File: src/rtl/sti_pkg.sv
`timescale 1ns / 1ps

package sti_pkg;

    localparam int TABLE_DEPTH_DEFAULT = 64;

    localparam int KEY_W  = 16;
    localparam int VAL_W  = 32;
    localparam int ST_W   = 3;
    localparam int DEN_W  = 16;
    localparam int PROD_W = 49;
    localparam int MAG_W  = 33;

    localparam logic [ST_W-1:0] ST_STORED = 3'd0;
    localparam logic [ST_W-1:0] ST_FULL   = 3'd1;
    localparam logic [ST_W-1:0] ST_EXACT  = 3'd2;
    localparam logic [ST_W-1:0] ST_INTERP = 3'd3;
    localparam logic [ST_W-1:0] ST_RANGE  = 3'd4;

    localparam logic KIND_STORE = 1'b0;
    localparam logic KIND_QUERY = 1'b1;

    typedef struct packed {
        logic busy;
        logic done;
    } sti_div_stat_t;

endpackage

File: src/rtl/sti_div.sv
`timescale 1ns / 1ps

module sti_div (
    input  logic                             aclk,
    input  logic                             aresetn,
    input  logic                             start,
    input  logic [sti_pkg::PROD_W-1:0]       dividend,
    input  logic [sti_pkg::DEN_W-1:0]        divisor,
    output logic [sti_pkg::PROD_W-1:0]       quotient,
    output sti_pkg::sti_div_stat_t           stat
);

    localparam int CNT_W = $clog2(sti_pkg::PROD_W + 1);

    logic [sti_pkg::PROD_W-1:0] dvd_reg, dvd_next;
    logic [sti_pkg::DEN_W-1:0]  rem_reg, rem_next;
    logic [sti_pkg::DEN_W-1:0]  den_reg, den_next;
    logic [CNT_W-1:0]           cnt_reg, cnt_next;
    logic                       busy_reg, busy_next;
    logic                       done_reg, done_next;
    logic [sti_pkg::DEN_W:0]    rem_sh;
    logic                       ge;

    // One restoring step per cycle, most significant dividend bit first.
    always_comb begin
        rem_sh    = {rem_reg, dvd_reg[sti_pkg::PROD_W-1]};
        ge        = rem_sh >= {1'b0, den_reg};
        dvd_next  = dvd_reg;
        rem_next  = rem_reg;
        den_next  = den_reg;
        cnt_next  = cnt_reg;
        busy_next = busy_reg;
        done_next = 1'b0;
        if (start && !busy_reg) begin
            dvd_next  = dividend;
            rem_next  = '0;
            den_next  = divisor;
            cnt_next  = CNT_W'(sti_pkg::PROD_W);
            busy_next = 1'b1;
        end else if (busy_reg) begin
            rem_next = ge ? sti_pkg::DEN_W'(rem_sh - {1'b0, den_reg})
                          : rem_sh[sti_pkg::DEN_W-1:0];
            dvd_next = {dvd_reg[sti_pkg::PROD_W-2:0], ge};
            cnt_next = cnt_reg - CNT_W'(1);
            if (cnt_reg == CNT_W'(1)) begin
                busy_next = 1'b0;
                done_next = 1'b1;
            end
        end
    end

    always_ff @(posedge aclk) begin
        if (!aresetn) begin
            busy_reg <= 1'b0;
            done_reg <= 1'b0;
            cnt_reg  <= '0;
        end else begin
            busy_reg <= busy_next;
            done_reg <= done_next;
            cnt_reg  <= cnt_next;
        end
        dvd_reg <= dvd_next;
        rem_reg <= rem_next;
        den_reg <= den_next;
    end

    assign quotient  = dvd_reg;
    assign stat.busy = busy_reg;
    assign stat.done = done_reg;

endmodule

File: config.mk
export PLATFORM = sky130hd
export DESIGN_NAME = sti_div
export DESIGN_NICKNAME = d
export VERILOG_FILES = /design/src/rtl/sti_pkg.sv /design/src/rtl/sti_div.sv
export SDC_FILE = /design/constraint.sdc
export NUM_CORES = 1
export LEC_CHECK = 0
export ABC_AREA = 0
export BUFFER_PORTS_ARGS = -buffer_cell sky130_fd_sc_hd__clkbuf_2
export CORE_ASPECT_RATIO = 0.5
export CORE_MARGIN = 2
export CORE_UTILIZATION = 57
export CTS_BUF_LIST = sky130_fd_sc_hd__clkbuf_16
export DETAILED_ROUTE_END_ITERATION = 12
export GPL_ROUTABILITY_DRIVEN = 0
export GPL_TIMING_DRIVEN = 0
export PLACE_DENSITY = 0.85
export SLEW_MARGIN = 10
export SYNTH_ARGS = -nofsm -noshare
export SYNTH_HDL_FRONTEND = slang
export SYNTH_SLANG_ARGS = --single-unit
export TNS_END_PERCENT = 100
File: constraint.sdc
create_clock -name aclk -period 6.7 [get_ports aclk]
set_input_delay 1.34 -clock aclk [delete_from_list [all_inputs] [get_ports aclk]]
set_output_delay 1.34 -clock aclk [all_outputs]
set_load 0.02 [all_outputs]
# Word level (Yosys, flattened, before mapping)
# Cells that the tools add are included.
[word_totals]
reg_bits = 89
inputBits = 68
out_inout_bits = 51
elab_cells = 27
[classes]
n_addsub = 2
n_lt_le_gt_ge = 1
n_eq_ne = 1
n_mux = 9
bitwise_logic = 2
reduce_logical = 5
[ops]
columns = ["op", "count"]
rows = [
  ["49-bit two-way mux", 2],
  ["17-bit by 16-bit >= comparator with 1-bit output", 1],
  ["16-bit two-way mux", 1],
  ["16-bit subtractor", 1],
  ["6-bit two-way mux", 2],
  ["6-bit by 1-bit equality test with 1-bit output (second input constant)", 1],
  ["6-bit by 1-bit subtractor with 6-bit output (second input constant)", 1],
  ["1-bit two-way mux", 4],
  ["3-bit OR reduction", 1],
  ["1-bit NOT", 2],
  ["2-bit nonzero test", 1],
  ["2-bit OR reduction", 1],
  ["1-bit logical AND", 1],
  ["1-bit zero test", 1],
]

# Logic depth before layout (Yosys ltp)
[logic_depth]
ltp_word = 4
depth_mapped = 10
depth_no_buf = 9

# Worst setup path after synthesis
# OpenSTA, ideal clock, no wires.
[synth_timing]
kind = "input to register"
start = "input start"
end = "register dvd_reg, in the netlist quotient[39], data pin"
setup_ns = 0.260
t_arrival_ns = 2.770
required_ns = 6.440
slack_ns = 3.670
cell_stages = 4
n_path_buf = 2
cell_sequence = "nor2b_1 -> clkbuf_1 -> clkbuf_1 -> mux2_2"
[synth_via]
elab_chain_cells = 2
[synth_rtl]
columns = ["element", "line", "source"]
rows = [
  ["from (decl)", "sti_div.sv:6", "input logic start,"],
  ["1-bit logical AND", "sti_div.sv:34", "if (start && !busy_reg) begin"],
  ["49-bit two-way mux", "sti_div.sv:34", ""],
  ["named net dvd_next, one bit", "sti_div.sv:15", "logic [sti_pkg::PROD_W-1:0] dvd_reg, dvd_next;"],
  ["to (signal assigned)", "sti_div.sv:62", "dvd_reg <= dvd_next;"],
  ["to (decl)", "sti_div.sv:15", ""],
]
# The timed path passes the listed nets, and every way through them passes these cells.
# A chain may end at the register's enable or synchronous reset.

# Worst setup path in the final report
[layout_timing]
start = "input start"
end = "register busy_reg"
[layout_via]
elab_chain_cells = 2
[layout_rtl]
columns = ["element", "line", "source"]
rows = [
  ["1-bit logical AND", "sti_div.sv:34", ""],
  ["1-bit two-way mux", "sti_div.sv:34", ""],
  ["to (signal assigned)", "sti_div.sv:58", "busy_reg <= busy_next;"],
  ["to (decl)", "sti_div.sv:19", "logic busy_reg, busy_next;"],
]
# Every way passes these cells.

==> flow_metrics.env <==
export IMPL_outcome="complete, no violations"
export IMPL_antenna_found_initial=0
export IMPL_grt_pass1_wl_um=16900
export IMPL_drive_above_1_share=0.369
export IMPL_nFillCells=593
export IMPL_powerDensity_nw_per_um2=362
export IMPL_hold_class="register to register"
export IMPL_avgSynthCellArea_um2=11.6
export IMPL_rows=23
export IMPL_wl_met2_um=5440
export IMPL_power_leakage_uw=0.00240
export IMPL_synth_seq_cells=89
export IMPL_drv_slew=0
export IMPL_reg2regPathDepth=9
export IMPL_worst_path_dominant_cell_family="buffers and inverters"
export IMPL_hold_viol=0
export IMPL_grt_pass1_vias=3432
export IMPL_largest_reg_flops=49
export IMPL_met1_length_um=4600
export IMPL_cts_buffers=9
export IMPL_io_pins=119
export IMPL_cp_end_kind="register"
export IMPL_grt_setup_unrepaired="no"
export IMPL_grt_remaining_overflow=0
export IMPL_area_growth_pct=22.5
export IMPL_r2r_end="rem_reg[12]$_SDFFE_PP0P_"
export IMPL_routed_wl_um=10800
export IMPL_grt_max_degree=28
export IMPL_clock_sinks=89
export IMPL_clk_pin_slew_ns=0.06
export IMPL_wl_per_cell_um=16.8
export IMPL_routed_via_density=5.49
export IMPL_cts_htree_levels=3
export IMPL_synth_cells=399
export IMPL_hold_path_end="rem_reg[4]$_SDFFE_PP0P_"
export IMPL_start_kind="input port"
export IMPL_cts_path_max_buffers=2
export IMPL_layout_common_cells="clkbuf_2 (119), edfxtp_1 (65), mux2_2 (49), nand2_1 (42), dfxtp_1 (24)"
export IMPL_cts_root_buf="clkbuf_16"
export IMPL_power_uw=2060
export IMPL_fin_util=0.716
export IMPL_worstPathCellList="clkbuf_2, nor2_1, clkbuf_1, inv_2, buf_12, nand2_1, a31oi_1"
export IMPL_critPathLaunch="start"
export IMPL_r2r_start="quotient[48]$_DFFE_PP_"
export IMPL_layout_commonest_cell="clkbuf_2"
export IMPL_yosysWarningCount=0
export IMPL_hold_path_depth=2
export IMPL_vias=3549
export IMPL_yosysSeqAreaShare=0.524
export IMPL_multiInputGateArea_um2=2020
export IMPL_syn_nets=486
export IMPL_synth_area_leader_cell="edfxtp_1"
export IMPL_worstSetupPathType="input port to register"
export IMPL_drv_cap=0
export IMPL_first_iter_violations=251
export IMPL_initial_core_util=0.584
export IMPL_hold_buffers=0
export IMPL_highest_layer="met4"
export IMPL_clk_insertion_delay_late_ns=0.34
export IMPL_crit_slowest_cell="clkbuf_1"
export IMPL_dp_hpwl_um=7450
export IMPL_peakVddDrop_v=0.000178
export IMPL_post_route_min_period_ns=3.11
export IMPL_synthArstFlopShare=0
export IMPL_ctsResizeCount=0
export IMPL_worst_slew_pin_slew_ns=0.647
export IMPL_drc=0
export IMPL_cp_buffers_inverters=4
export IMPL_final_antenna_net_count=0
export IMPL_skew_ns=0.00746
export IMPL_slowest_delay_ns=0.52
export IMPL_cp_required_ns=6.91
export IMPL_die_area_um2=8930
export IMPL_diodes=0
export IMPL_io_buffers=118
export IMPL_rrSetupSlack_ns=4.05
export IMPL_min_period_over_period=0.464
export IMPL_slew_headroom=0.563
export IMPL_syn_area_um2=4640
export IMPL_setup_tns_ns=0
export IMPL_synth_top_cells_by_area="edfxtp_1 (42%), mux2_2 (12%), dfxtp_1 (10%)"
export IMPL_cp_arrival_ns=3.32
export IMPL_worstHoldStart="rem_reg[4]$_SDFFE_PP0P_"
export IMPL_grt_usage=0.247
export IMPL_cts_setup_buffers=0
export IMPL_setup_viol=0
export IMPL_die_h_um=67.8
export IMPL_synth_distinct_cells=55
export IMPL_wl_met3_um=692
export IMPL_drt_pass1_iter_count=4
export IMPL_die_w_um=132
export IMPL_synth_edf_count=65
export IMPL_register_area_um2=2430
export IMPL_cp_max_fo=27
export IMPL_cts_tree="built"
export IMPL_max_freq_mhz=321
export IMPL_synth_flop_cell="edfxtp_1"
export IMPL_core_area_um2=7940
export IMPL_nNetsFinal=616
export IMPL_synth_top_area_share=0.420
## layer usage
metal,global-route usage,vias to the layer above
met5,0,-
met4,0.0584,0
met3,0.0733,10
met2,0.451,115
met1,0.297,1683
li1,-,1741
## synth_stat cells, types with 7 or more instances
library cell	number
edfxtp_1	65
mux2_2	49
nand2_1	42
dfxtp_1	24
inv_1	23
ha_1	18
nor2_1	16
o21ai_0	15
clkbuf_1	12
a21oi_1	11
nor3_1	10
o211ai_1	10
nor2b_1	9
nand3_1	7
xor2_1	7
## metrics by stage
stage / area (um2) / hold WS, ns / setup WS (ns) / std cells
after CTS: 5690 / 0.507 / 3.59 / 646
after detailed placement: 5390 / 0.496 / 3.24 / 630
after global placement: 5370 / 0.477 / 2.64 / 629
final: 5690 / 0.507 / 3.59 / 646
after floorplan: 4640 / 0.462 / 3.67 / 399
after global routing: 5690 / 0.531 / 3.39 / 646
## final cells by class
type                       instances  share of cell area
timing repair buffer             119               0.107
tap                              112              0.0246
clock buffer                       9              0.0396
multi-input combinational        268               0.356
buffer                            19              0.0176
inverter                          23              0.0152
clock inverter                     7              0.0121
sequential                        89               0.428
## kinds of logic (layout without fill, tap and decap cells)
logic type               count (synthesis)  in the layout  share of synthesized area
AO/OA/AOI/OAI                           79             79                      0.124
XOR/XNOR                                13             13                     0.0245
flip-flops                              89             89                      0.524
AND/OR/NAND/NOR                        108            108                      0.116
adder cells (fa/ha/maj)                 19             19                     0.0528
multiplexers                            49             49                      0.119
buffers and inverters                   42            177                     0.0399
## worst register-to-register path, stage by stage, from the launching register on
cell and delay, ns:
edfxtp_1 0.37, inv_1 0.05, ha_1 0.22, fa_1 0.39
nor2b_1 0.22, o2111ai_1 0.21, a31oi_1 0.39, o21ai_0 0.15
and4b_1 0.21, a221o_1 0.31
## report_power, final
| part | internal, uW | switching (uW) | leakage (uW) |
|---|---|---|---|
| Clock | 289 | 214 | 0.000149 |
| Sequential | 709 | 69.4 | 0.000842 |
| Combinational | 323 | 455 | 0.00141 |
## how the worst max path moves through the flow
stage / to / slack [ns] / cells after the start
detailed placement: busy_reg$_SDFF_PN0_ / 3.24 / 7
finish: busy_reg$_SDFF_PN0_ / 3.59 / 7
CTS: busy_reg$_SDFF_PN0_ / 3.59 / 7
floorplan: quotient[39]$_DFFE_PP_ / 3.67 / 4
global route: busy_reg$_SDFF_PN0_ / 3.39 / 7
global placement: rem_reg[0]$_SDFFE_PP0P_ / 2.64 / 5
Power figures use the tool's default switching activity.
